[config.mk]
export PLATFORM = sky130hd
export DESIGN_NAME = tone_melody_sequencer_core
export DESIGN_NICKNAME = d
export VERILOG_FILES = /design/src/design/tms_pkg.sv /design/src/design/tone_melody_sequencer_core.sv /design/src/design/tms_ram.sv /design/src/design/tms_div.sv
export SDC_FILE = /design/constraint.sdc
export NUM_CORES = 2
export LEC_CHECK = 0
export BUFFER_PORTS_ARGS = -buffer_cell sky130_fd_sc_hd__buf_2
export CAP_MARGIN = 0
export CORE_MARGIN = 5
export CORE_UTILIZATION = 50
export DETAILED_ROUTE_END_ITERATION = 12
export GPL_TIMING_DRIVEN = 0
export MAX_ROUTING_LAYER = met4
export PLACE_DENSITY = 0.65
export SLEW_MARGIN = 20
export SYNTH_ARGS = -nofsm -noshare
export SYNTH_HDL_FRONTEND = slang
export SYNTH_SLANG_ARGS = --single-unit
[constraint.sdc]
create_clock -name clk -period 6.55 [get_ports clk]
set_clock_uncertainty 0.2 [all_clocks]
set_input_delay 0.3275 -clock clk [delete_from_list [all_inputs] [get_ports clk]]
set_output_delay 0.3275 -clock clk [all_outputs]
set_load 0.02 [all_outputs]
[src/design/tms_pkg.sv]
package tms_pkg;

	localparam int TIME_W     = 32;
	localparam int FREQ_W     = 15;
	localparam int DUR_W      = 16;
	localparam int DIV_W      = 20;
	localparam int REPORT_W   = 6;
	localparam int STEP_SHIFT = 12;

	localparam logic [TIME_W-1:0] DEFAULT_CLOCK_HZ = 32'd125000000;

	typedef enum logic [1:0] {
		CMD_TICK  = 2'd0,
		CMD_ADD   = 2'd1,
		CMD_STOP  = 2'd2,
		CMD_CLEAR = 2'd3
	} cmd_t;

	typedef struct packed {
		logic              start;
		logic [DIV_W-1:0]  dividend;
		logic [FREQ_W-1:0] divisor;
	} div_req_t;

	typedef struct packed {
		logic             done;
		logic [DIV_W-1:0] quotient;
	} div_rsp_t;

endpackage

[src/design/tone_melody_sequencer_core.sv]
// Note queue and tone player. Each input item (tick, add note, stop, clear queue) returns
// one status result once its work is done; in_stall stays high meanwhile. Add, stop, clear
// and ticks that find nothing to play go from S_EXEC straight to S_DONE, which loads the
// result register. A tick that plays passes S_CHECK and S_DIV, after S_FIRST when it starts
// the first note; when a note ends and another follows, S_NEXT reads it. A note that starts
// with a nonzero frequency also waits in S_DIVW for the divider. The queue RAM is read one
// entry per cycle: the first note, its duration, then the following note. The tone divider
// (clock_hz / 4096) / frequency comes from a 20-step restoring divider. The next item is
// taken the cycle after its result is loaded. Results wait in an output register, so a new
// item may be taken while the last one is not yet collected. Configuration writes to
// clock_hz apply to the next note that starts.
module tone_melody_sequencer_core #(
	parameter int QUEUE_DEPTH = 32
) (
	input  logic                          clk,
	input  logic                          arst_n,

	input  logic                          cfg_wr_en,
	input  logic [tms_pkg::TIME_W-1:0]    cfg_wr_data,

	input  logic                          in_valid,
	output logic                          in_stall,
	input  logic [1:0]                    command,
	input  logic [tms_pkg::TIME_W-1:0]    now_ms,
	input  logic [tms_pkg::FREQ_W-1:0]    note_frequency,
	input  logic [tms_pkg::DUR_W-1:0]     note_duration,

	output logic                          out_valid,
	input  logic                          out_stall,
	output logic                          tone_on,
	output logic [tms_pkg::DIV_W-1:0]     tone_divider,
	output logic                          playing,
	output logic [tms_pkg::REPORT_W-1:0]  queue_count,
	output logic                          queue_full,
	output logic                          note_dropped,
	output logic [tms_pkg::REPORT_W-1:0]  note_position
);

	localparam int AW     = (QUEUE_DEPTH > 1) ? $clog2(QUEUE_DEPTH) : 1;
	localparam int CW     = $clog2(QUEUE_DEPTH + 1);
	localparam int TIME_W = tms_pkg::TIME_W;
	localparam int FREQ_W = tms_pkg::FREQ_W;
	localparam int DUR_W  = tms_pkg::DUR_W;
	localparam int DIV_W  = tms_pkg::DIV_W;
	localparam int REP_W  = tms_pkg::REPORT_W;
	localparam int ENT_W  = FREQ_W + DUR_W;

	typedef enum logic [7:0] {
		S_IDLE  = 8'b0000_0001,
		S_EXEC  = 8'b0000_0010,
		S_FIRST = 8'b0000_0100,
		S_CHECK = 8'b0000_1000,
		S_NEXT  = 8'b0001_0000,
		S_DIV   = 8'b0010_0000,
		S_DIVW  = 8'b0100_0000,
		S_DONE  = 8'b1000_0000
	} state_t;

	state_t state_q;

	logic [TIME_W-1:0] clock_hz_q;

	tms_pkg::cmd_t     cmd_q;
	logic [TIME_W-1:0] now_q;
	logic [FREQ_W-1:0] freq_q;
	logic [DUR_W-1:0]  dur_q;

	logic [AW-1:0]     wp_q;
	logic [CW-1:0]     held_q;
	logic [CW-1:0]     pos_q;
	logic              playing_q;
	logic              running_q;
	logic [TIME_W-1:0] start_q;
	logic              gen_q;
	logic [DIV_W-1:0]  cur_div_q;
	logic              dropped_q;
	logic              div_pend_q;
	logic [FREQ_W-1:0] div_freq_q;

	logic              out_valid_q;
	logic              tone_on_q;
	logic [DIV_W-1:0]  tone_divider_q;
	logic              playing_out_q;
	logic [REP_W-1:0]  queue_count_q;
	logic              queue_full_q;
	logic              note_dropped_q;
	logic [REP_W-1:0]  note_position_q;

	logic              ram_we;
	logic [AW-1:0]     ram_raddr;
	logic [ENT_W-1:0]  ram_rdata;
	logic [FREQ_W-1:0] rd_freq;
	logic [DUR_W-1:0]  rd_dur;

	logic [CW-1:0]     pos_inc;
	logic              full;
	logic              tick_go;
	logic              first_note;
	logic [TIME_W-1:0] elapsed;
	logic              out_free;

	tms_pkg::div_req_t div_req;
	tms_pkg::div_rsp_t div_rsp;

	assign pos_inc    = pos_q + 1'b1;
	assign full       = (held_q >= CW'(QUEUE_DEPTH));
	assign tick_go    = playing_q && (held_q != '0);
	assign first_note = (pos_q == '0) && !running_q;
	assign elapsed    = now_q - start_q;
	assign rd_freq    = ram_rdata[ENT_W-1:DUR_W];
	assign rd_dur     = ram_rdata[DUR_W-1:0];
	assign out_free   = !out_valid_q || !out_stall;

	assign in_stall = (state_q != S_IDLE);
	assign ram_we   = (state_q == S_EXEC) && (cmd_q == tms_pkg::CMD_ADD) && !full;

	always_comb begin
		unique case (state_q)
			S_EXEC:  ram_raddr = first_note ? '0 : pos_q[AW-1:0];
			S_CHECK: ram_raddr = pos_inc[AW-1:0];
			default: ram_raddr = pos_q[AW-1:0];
		endcase
	end

	assign div_req.start    = (state_q == S_DIV) && div_pend_q;
	assign div_req.dividend = clock_hz_q[TIME_W-1:tms_pkg::STEP_SHIFT];
	assign div_req.divisor  = div_freq_q;

	tms_ram #(
		.WIDTH(ENT_W),
		.DEPTH(QUEUE_DEPTH)
	) u_queue_ram (
		.clk    (clk),
		.wr_en  (ram_we),
		.wr_addr(wp_q),
		.wr_data({freq_q, dur_q}),
		.rd_addr(ram_raddr),
		.rd_data(ram_rdata)
	);

	tms_div u_div (
		.clk   (clk),
		.arst_n(arst_n),
		.req   (div_req),
		.rsp   (div_rsp)
	);

	always_ff @(posedge clk or negedge arst_n) begin
		if (!arst_n) begin
			clock_hz_q <= tms_pkg::DEFAULT_CLOCK_HZ;
		end else if (cfg_wr_en) begin
			clock_hz_q <= cfg_wr_data;
		end
	end

	always_ff @(posedge clk or negedge arst_n) begin
		if (!arst_n) begin
			state_q         <= S_IDLE;
			cmd_q           <= tms_pkg::CMD_TICK;
			now_q           <= '0;
			freq_q          <= '0;
			dur_q           <= '0;
			wp_q            <= '0;
			held_q          <= '0;
			pos_q           <= '0;
			playing_q       <= 1'b0;
			running_q       <= 1'b0;
			start_q         <= '0;
			gen_q           <= 1'b0;
			cur_div_q       <= DIV_W'(1);
			dropped_q       <= 1'b0;
			div_pend_q      <= 1'b0;
			div_freq_q      <= '0;
			out_valid_q     <= 1'b0;
			tone_on_q       <= 1'b0;
			tone_divider_q  <= DIV_W'(1);
			playing_out_q   <= 1'b0;
			queue_count_q   <= '0;
			queue_full_q    <= 1'b0;
			note_dropped_q  <= 1'b0;
			note_position_q <= '0;
		end else begin
			// drop the collected result unless a new one is loaded this cycle
			if (out_valid_q && !out_stall && state_q != S_DONE) begin
				out_valid_q <= 1'b0;
			end

			unique case (state_q)
				S_IDLE: begin
					if (in_valid) begin
						cmd_q      <= tms_pkg::cmd_t'(command);
						now_q      <= now_ms;
						freq_q     <= note_frequency;
						dur_q      <= note_duration;
						dropped_q  <= 1'b0;
						div_pend_q <= 1'b0;
						state_q    <= S_EXEC;
					end
				end

				S_EXEC: begin
					state_q <= S_DONE;
					unique case (cmd_q)
						tms_pkg::CMD_TICK: begin
							if (tick_go && first_note) begin
								state_q <= S_FIRST;
							end else if (tick_go && running_q) begin
								state_q <= S_CHECK;
							end
						end
						tms_pkg::CMD_ADD: begin
							if (full) begin
								dropped_q <= 1'b1;
							end else begin
								wp_q   <= (wp_q == AW'(QUEUE_DEPTH - 1)) ? '0 : wp_q + 1'b1;
								held_q <= held_q + 1'b1;
								if (!playing_q) begin
									playing_q <= 1'b1;
									pos_q     <= '0;
									running_q <= 1'b0;
								end
							end
						end
						tms_pkg::CMD_STOP: begin
							playing_q <= 1'b0;
							running_q <= 1'b0;
							pos_q     <= '0;
							gen_q     <= 1'b0;
							wp_q      <= '0;
							held_q    <= '0;
						end
						tms_pkg::CMD_CLEAR: begin
							wp_q   <= '0;
							held_q <= '0;
						end
						default: ;
					endcase
				end

				// entry 0 is on the read port: start the first note
				S_FIRST: begin
					start_q   <= now_q;
					running_q <= 1'b1;
					gen_q     <= (rd_freq != '0);
					if (rd_freq != '0) begin
						div_freq_q <= rd_freq;
						div_pend_q <= 1'b1;
					end
					state_q <= S_CHECK;
				end

				S_CHECK: begin
					state_q <= S_DIV;
					if (elapsed >= TIME_W'(rd_dur)) begin
						gen_q     <= 1'b0;
						running_q <= 1'b0;
						if (pos_inc >= held_q) begin
							playing_q <= 1'b0;
							pos_q     <= '0;
							wp_q      <= '0;
							held_q    <= '0;
						end else begin
							pos_q     <= pos_inc;
							start_q   <= now_q;
							running_q <= 1'b1;
							state_q   <= S_NEXT;
						end
					end
				end

				S_NEXT: begin
					gen_q <= (rd_freq != '0);
					if (rd_freq != '0) begin
						div_freq_q <= rd_freq;
						div_pend_q <= 1'b1;
					end
					state_q <= S_DIV;
				end

				S_DIV: begin
					state_q <= div_pend_q ? S_DIVW : S_DONE;
				end

				S_DIVW: begin
					if (div_rsp.done) begin
						cur_div_q <= (div_rsp.quotient == '0) ? DIV_W'(1) : div_rsp.quotient;
						state_q   <= S_DONE;
					end
				end

				S_DONE: begin
					if (out_free) begin
						out_valid_q     <= 1'b1;
						tone_on_q       <= gen_q;
						tone_divider_q  <= cur_div_q;
						playing_out_q   <= playing_q;
						queue_count_q   <= REP_W'(held_q);
						queue_full_q    <= full;
						note_dropped_q  <= dropped_q;
						note_position_q <= REP_W'(pos_q);
						state_q         <= S_IDLE;
					end
				end

				default: state_q <= S_IDLE;
			endcase
		end
	end

	assign out_valid     = out_valid_q;
	assign tone_on       = tone_on_q;
	assign tone_divider  = tone_divider_q;
	assign playing       = playing_out_q;
	assign queue_count   = queue_count_q;
	assign queue_full    = queue_full_q;
	assign note_dropped  = note_dropped_q;
	assign note_position = note_position_q;

	a_held_bound: assert property (@(posedge clk) disable iff (!arst_n)
		held_q <= CW'(QUEUE_DEPTH))
		else $error("queue count exceeds depth");

	a_pos_bound: assert property (@(posedge clk) disable iff (!arst_n)
		pos_q < CW'(QUEUE_DEPTH))
		else $error("play position outside queue");

	a_running_playing: assert property (@(posedge clk) disable iff (!arst_n)
		running_q |-> playing_q)
		else $error("note running while player idle");

	a_div_nonzero: assert property (@(posedge clk) disable iff (!arst_n)
		cur_div_q != '0)
		else $error("tone divider dropped to zero");

	a_div_done_wait: assert property (@(posedge clk) disable iff (!arst_n)
		div_rsp.done |-> state_q == S_DIVW)
		else $error("divider finished outside its wait state");

endmodule

[src/design/tms_ram.sv]
module tms_ram #(
	parameter int WIDTH = 8,
	parameter int DEPTH = 32
) (
	input  logic                     clk,
	input  logic                     wr_en,
	input  logic [$clog2(DEPTH)-1:0] wr_addr,
	input  logic [WIDTH-1:0]         wr_data,
	input  logic [$clog2(DEPTH)-1:0] rd_addr,
	output logic [WIDTH-1:0]         rd_data
);

	logic [WIDTH-1:0] mem_q [DEPTH];

	always_ff @(posedge clk) begin
		if (wr_en) begin
			mem_q[wr_addr] <= wr_data;
		end
		rd_data <= mem_q[rd_addr];
	end

endmodule

[src/design/tms_div.sv]
module tms_div (
	input  logic              clk,
	input  logic              arst_n,
	input  tms_pkg::div_req_t req,
	output tms_pkg::div_rsp_t rsp
);

	localparam int DIV_W  = tms_pkg::DIV_W;
	localparam int FREQ_W = tms_pkg::FREQ_W;
	localparam int CNT_W  = $clog2(DIV_W);

	logic              busy_q;
	logic              done_q;
	logic [CNT_W-1:0]  cnt_q;
	logic [DIV_W-1:0]  quo_q;
	logic [FREQ_W:0]   rem_q;
	logic [FREQ_W-1:0] divisor_q;

	logic [FREQ_W:0] rem_sh;
	logic [FREQ_W:0] rem_diff;
	logic            fits;

	// one restoring step: shift in the next dividend bit, subtract if it fits
	assign rem_sh   = {rem_q[FREQ_W-1:0], quo_q[DIV_W-1]};
	assign fits     = (rem_sh >= {1'b0, divisor_q});
	assign rem_diff = rem_sh - {1'b0, divisor_q};

	always_ff @(posedge clk or negedge arst_n) begin
		if (!arst_n) begin
			busy_q    <= 1'b0;
			done_q    <= 1'b0;
			cnt_q     <= '0;
			quo_q     <= '0;
			rem_q     <= '0;
			divisor_q <= '0;
		end else begin
			done_q <= 1'b0;
			if (req.start) begin
				busy_q    <= 1'b1;
				cnt_q     <= '0;
				quo_q     <= req.dividend;
				rem_q     <= '0;
				divisor_q <= req.divisor;
			end else if (busy_q) begin
				rem_q <= fits ? rem_diff : rem_sh;
				quo_q <= {quo_q[DIV_W-2:0], fits};
				cnt_q <= cnt_q + 1'b1;
				if (cnt_q == CNT_W'(DIV_W - 1)) begin
					busy_q <= 1'b0;
					done_q <= 1'b1;
				end
			end
		end
	end

	assign rsp.done     = done_q;
	assign rsp.quotient = quo_q;

endmodule

==> out/metrics.yaml <==
place:
  portBuffers: 126
  gp_congestion: 0.960
  dpl.hpwl_um: 106000
  place_ws_ps: 810
  dpl.cell_count: 6118
die:
  die-area_mm2: 0.116
  ios: 140
  die_h_um: 340
  die_width_um: 340
  start_util: 0.502
  coreArea_mm2: 0.109
  num_rows: 121
drt:
  drt-vias-per-instance: 5.89
  route.detailed.drc: 0
  first_pass_iters: 6
  drt-total-wl_um: 155000
  via_count: 38100
  post_drt_wl_per_cell_um: 24.1
  drtAntennaViolNets: 0
  drt_iter0_drc: 4790
timing:
  timing.fmax_ghz: 0.167
  min_period_over_period: 0.915
  worstMarginPinSlew_ps: 1140
  setup_viol: 0
  setup_tns_ps: 0
  relSlewSlack: 0.231
  final_max_slew_viol_count: 0
  worst_slack_ps: 557
  rsz0062_at_grt: "no"
  timing.hold.ws_ps: 21.0
  fin_crit_ps: 5990
  finalHoldViolCount: 0
global_route:
  grt_max_degree: 87
  gr-total-overflow: 0
  grt_pass1_vias: 36500
  grt_use_total: 0.271
  antenna_found_initial: 8
  grt_pass1_wl_um: 230000
setup_path:
  required_ps: 6980
  endpoint_kind: "flip-flop"
  crit_fanout: 10
  arrival_ps: 6420
  start_kind: "flip-flop"
  criticalPathCategory: "flip-flop to flip-flop"
synth:
  synth_top_area_frac: 0.546
  synth_seq_cells: 1299
  synthDistinctLibCells: 76
  synth_async_sr_flop_share: 0.212
  ys_seq_area_frac: 0.684
  synth_ff_type: "edfxtp_1"
  synth_top_cells_by_count: "1323 x nand2_1, 992 x edfxtp_1, 281 x nand3_1, 263 x dfrtp_1, 227 x clkbuf_1"
  netlist_area_mm2: 0.0546
  yosys.area.top_type: "edfxtp_1"
  synthCells: 4531
  synth_edf_count: 992
  synth_top_cells_by_area: "edfxtp_1 55%, dfrtp_1 12%, nand2_1 9.1%, nand3_1 2.6%, a311oi_1 2.0%"
  yosysMostFrequentCell: "nand2_1"
  synth_area_per_cell_um2: 12.0
  ys_warn_count: 0
  syn-num-nets: 4713
clocking:
  clk_root_buffer_cell: "clkbuf_16"
  cts.sinks: 1299
  numCtsBuffers: 134
  clock_path_buffers: 3
  clock_latency_ps: 760
  path_clk_slew_ps: 60
  cts_max_level: 4
  cts_tree: "done"
layout:
  multi_input_area_mm2: 0.0161
  seq_area_mm2: 0.0374
  fill_cells: 8653
  syn_to_final_growth_pct: 16.8
  instances_no_fill: 6462
  layout.nets: 5122
  drive_above_1_share: 0.117
min_path:
  hold_class: "primary input to flip-flop"
job:
  drv_cap: 0
status:
  status: "completed"
power_and_ir_drop:
  leakagePower_nw: 24.2
  powerDensity_mw_per_mm2: 370
  ir_drop_mv: 0.275
-- cell families (layout without fill, tap and decap cells) --
group                    Yosys count  in the layout  synth area share
AND/OR/NAND/NOR                 1993           1993             0.156
flip-flops                      1299           1299             0.684
AO/OA/AOI/OAI                    621            621            0.0791
buffers and inverters            361            874            0.0259
multiplexers                     143            143            0.0307
adder cells (fa/ha/maj)           80             80            0.0186
XOR/XNOR                          34             34           0.00545
other                              0              4                 0
-- path summary, 6_finish.rpt --
| path | from | endpoint | slack [ps] | cells past startpoint |
|---|---|---|---|---|
| setup / recovery | state_q[5]$_DFFE_PN0P_ | u_queue_ram.rd_data[11]$_DFF_P_ | 560 | 14 |
| min in group asynchronous | arst_n | clock_hz_q[26]$_DFFE_PN1P_ | 520 | 3 |
| hold reg to reg | queue_count[3]$_DFFE_PN0P_ | queue_count[3]$_DFFE_PN0P_ | 270 | 2 |
| setup reg to reg | state_q[5]$_DFFE_PN0P_ | u_queue_ram.rd_data[11]$_DFF_P_ | 560 | 14 |
| max in group asynchronous | arst_n | dur_q[8]$_DFFE_PN0P_ | 4700 | 5 |
| hold / removal | cfg_wr_en | clock_hz_q[20]$_DFFE_PN1P_ | 20 | 2 |
-- metrics by stage --
| stage | power [mW] | util | cell area, um2 |
|---|---|---|---|
| floorplan | 14.0 | - | 54600 |
| finish | 23.6 | 0.586 | 63700 |
| detailed placement | 16.2 | 0.538 | 58500 |
| global placement | 15.9 | 0.524 | 57000 |
| CTS | 23.6 | 0.586 | 63700 |
| global route | 24.6 | 0.586 | 63700 |
-- registers in the layout, indices dropped and copies added (netlist names), 16 cells and up --
register / cells
u_queue_ram.mem_q: 992
now_q: 32
start_q: 32
u_queue_ram.rd_data: 31
clock_hz_q: 20
cur_div_q: 20
tone_divider: 20
u_div.quo_q: 20
dur_q: 16
-- layout by cell type (no fill, tap or decap), types with 78 or more instances in the layout --
cell type      instances
a311oi_1             125
a31oi_1              130
and3_1               130
buf_2                137
clkbuf_1             254
clkbuf_16            142
dfrtp_1              232
dlygate4sd3_1         99
edfxtp_1             992
ha_1                  78
inv_1                 90
mux2_2                85
nand2_1             1323
nand3_1              281
nor2_1                90
o21ai_0              126
-- layout make-up --
| class | instances | area share |
|---|---|---|
| multi-input combinational | 2871 | 0.252 |
| tap | 1414 | 0.0278 |
| timing repair buffer | 273 | 0.0448 |
| inverter | 90 | 0.00530 |
| sequential | 1299 | 0.586 |
| clock inverter | 58 | 0.00660 |
| buffer | 271 | 0.0169 |
| clock buffer | 182 | 0.0597 |
| antenna | 4 | 0.000157 |
-- layer usage --
metal / vias up / share of wire / track usage
met2: 1788 / 0.46 / 0.413
met4: 0 / 0.040 / 0.101
met3: 306 / 0.090 / 0.0404
met5: - / 0 / -
li1: 17200 / - / -
met1: 18700 / 0.41 / 0.374
-- timing repair --
item,CTS,global route
resized for setup,0,0
hold buffers,100,0
endpoints found under the hold margin,284,0
setup buffers,0,0
-- worst max-delay path: stages, from the launching register on --
cell,delay [ps]
dfrtp_1,420
nor4_1,650
and2_1,280
and3_1,170
clkbuf_1,270
a221o_1,210
buf_2,550
buf_2,470
clkbuf_1,750
buf_2,390
nand2_1,80
a311oi_1,480
a31oi_1,240
a22o_1,390
nor2_1,320
-- report_power, final --
group	total [mW]	internal [mW]	leakage, nW	switching [mW]
registers	11.4	10.2	12.9	1.23
logic	4.80	1.77	9.26	3.03
clock network	7.37	4.20	2.07	3.17
Power figures use the tool's default switching activity.
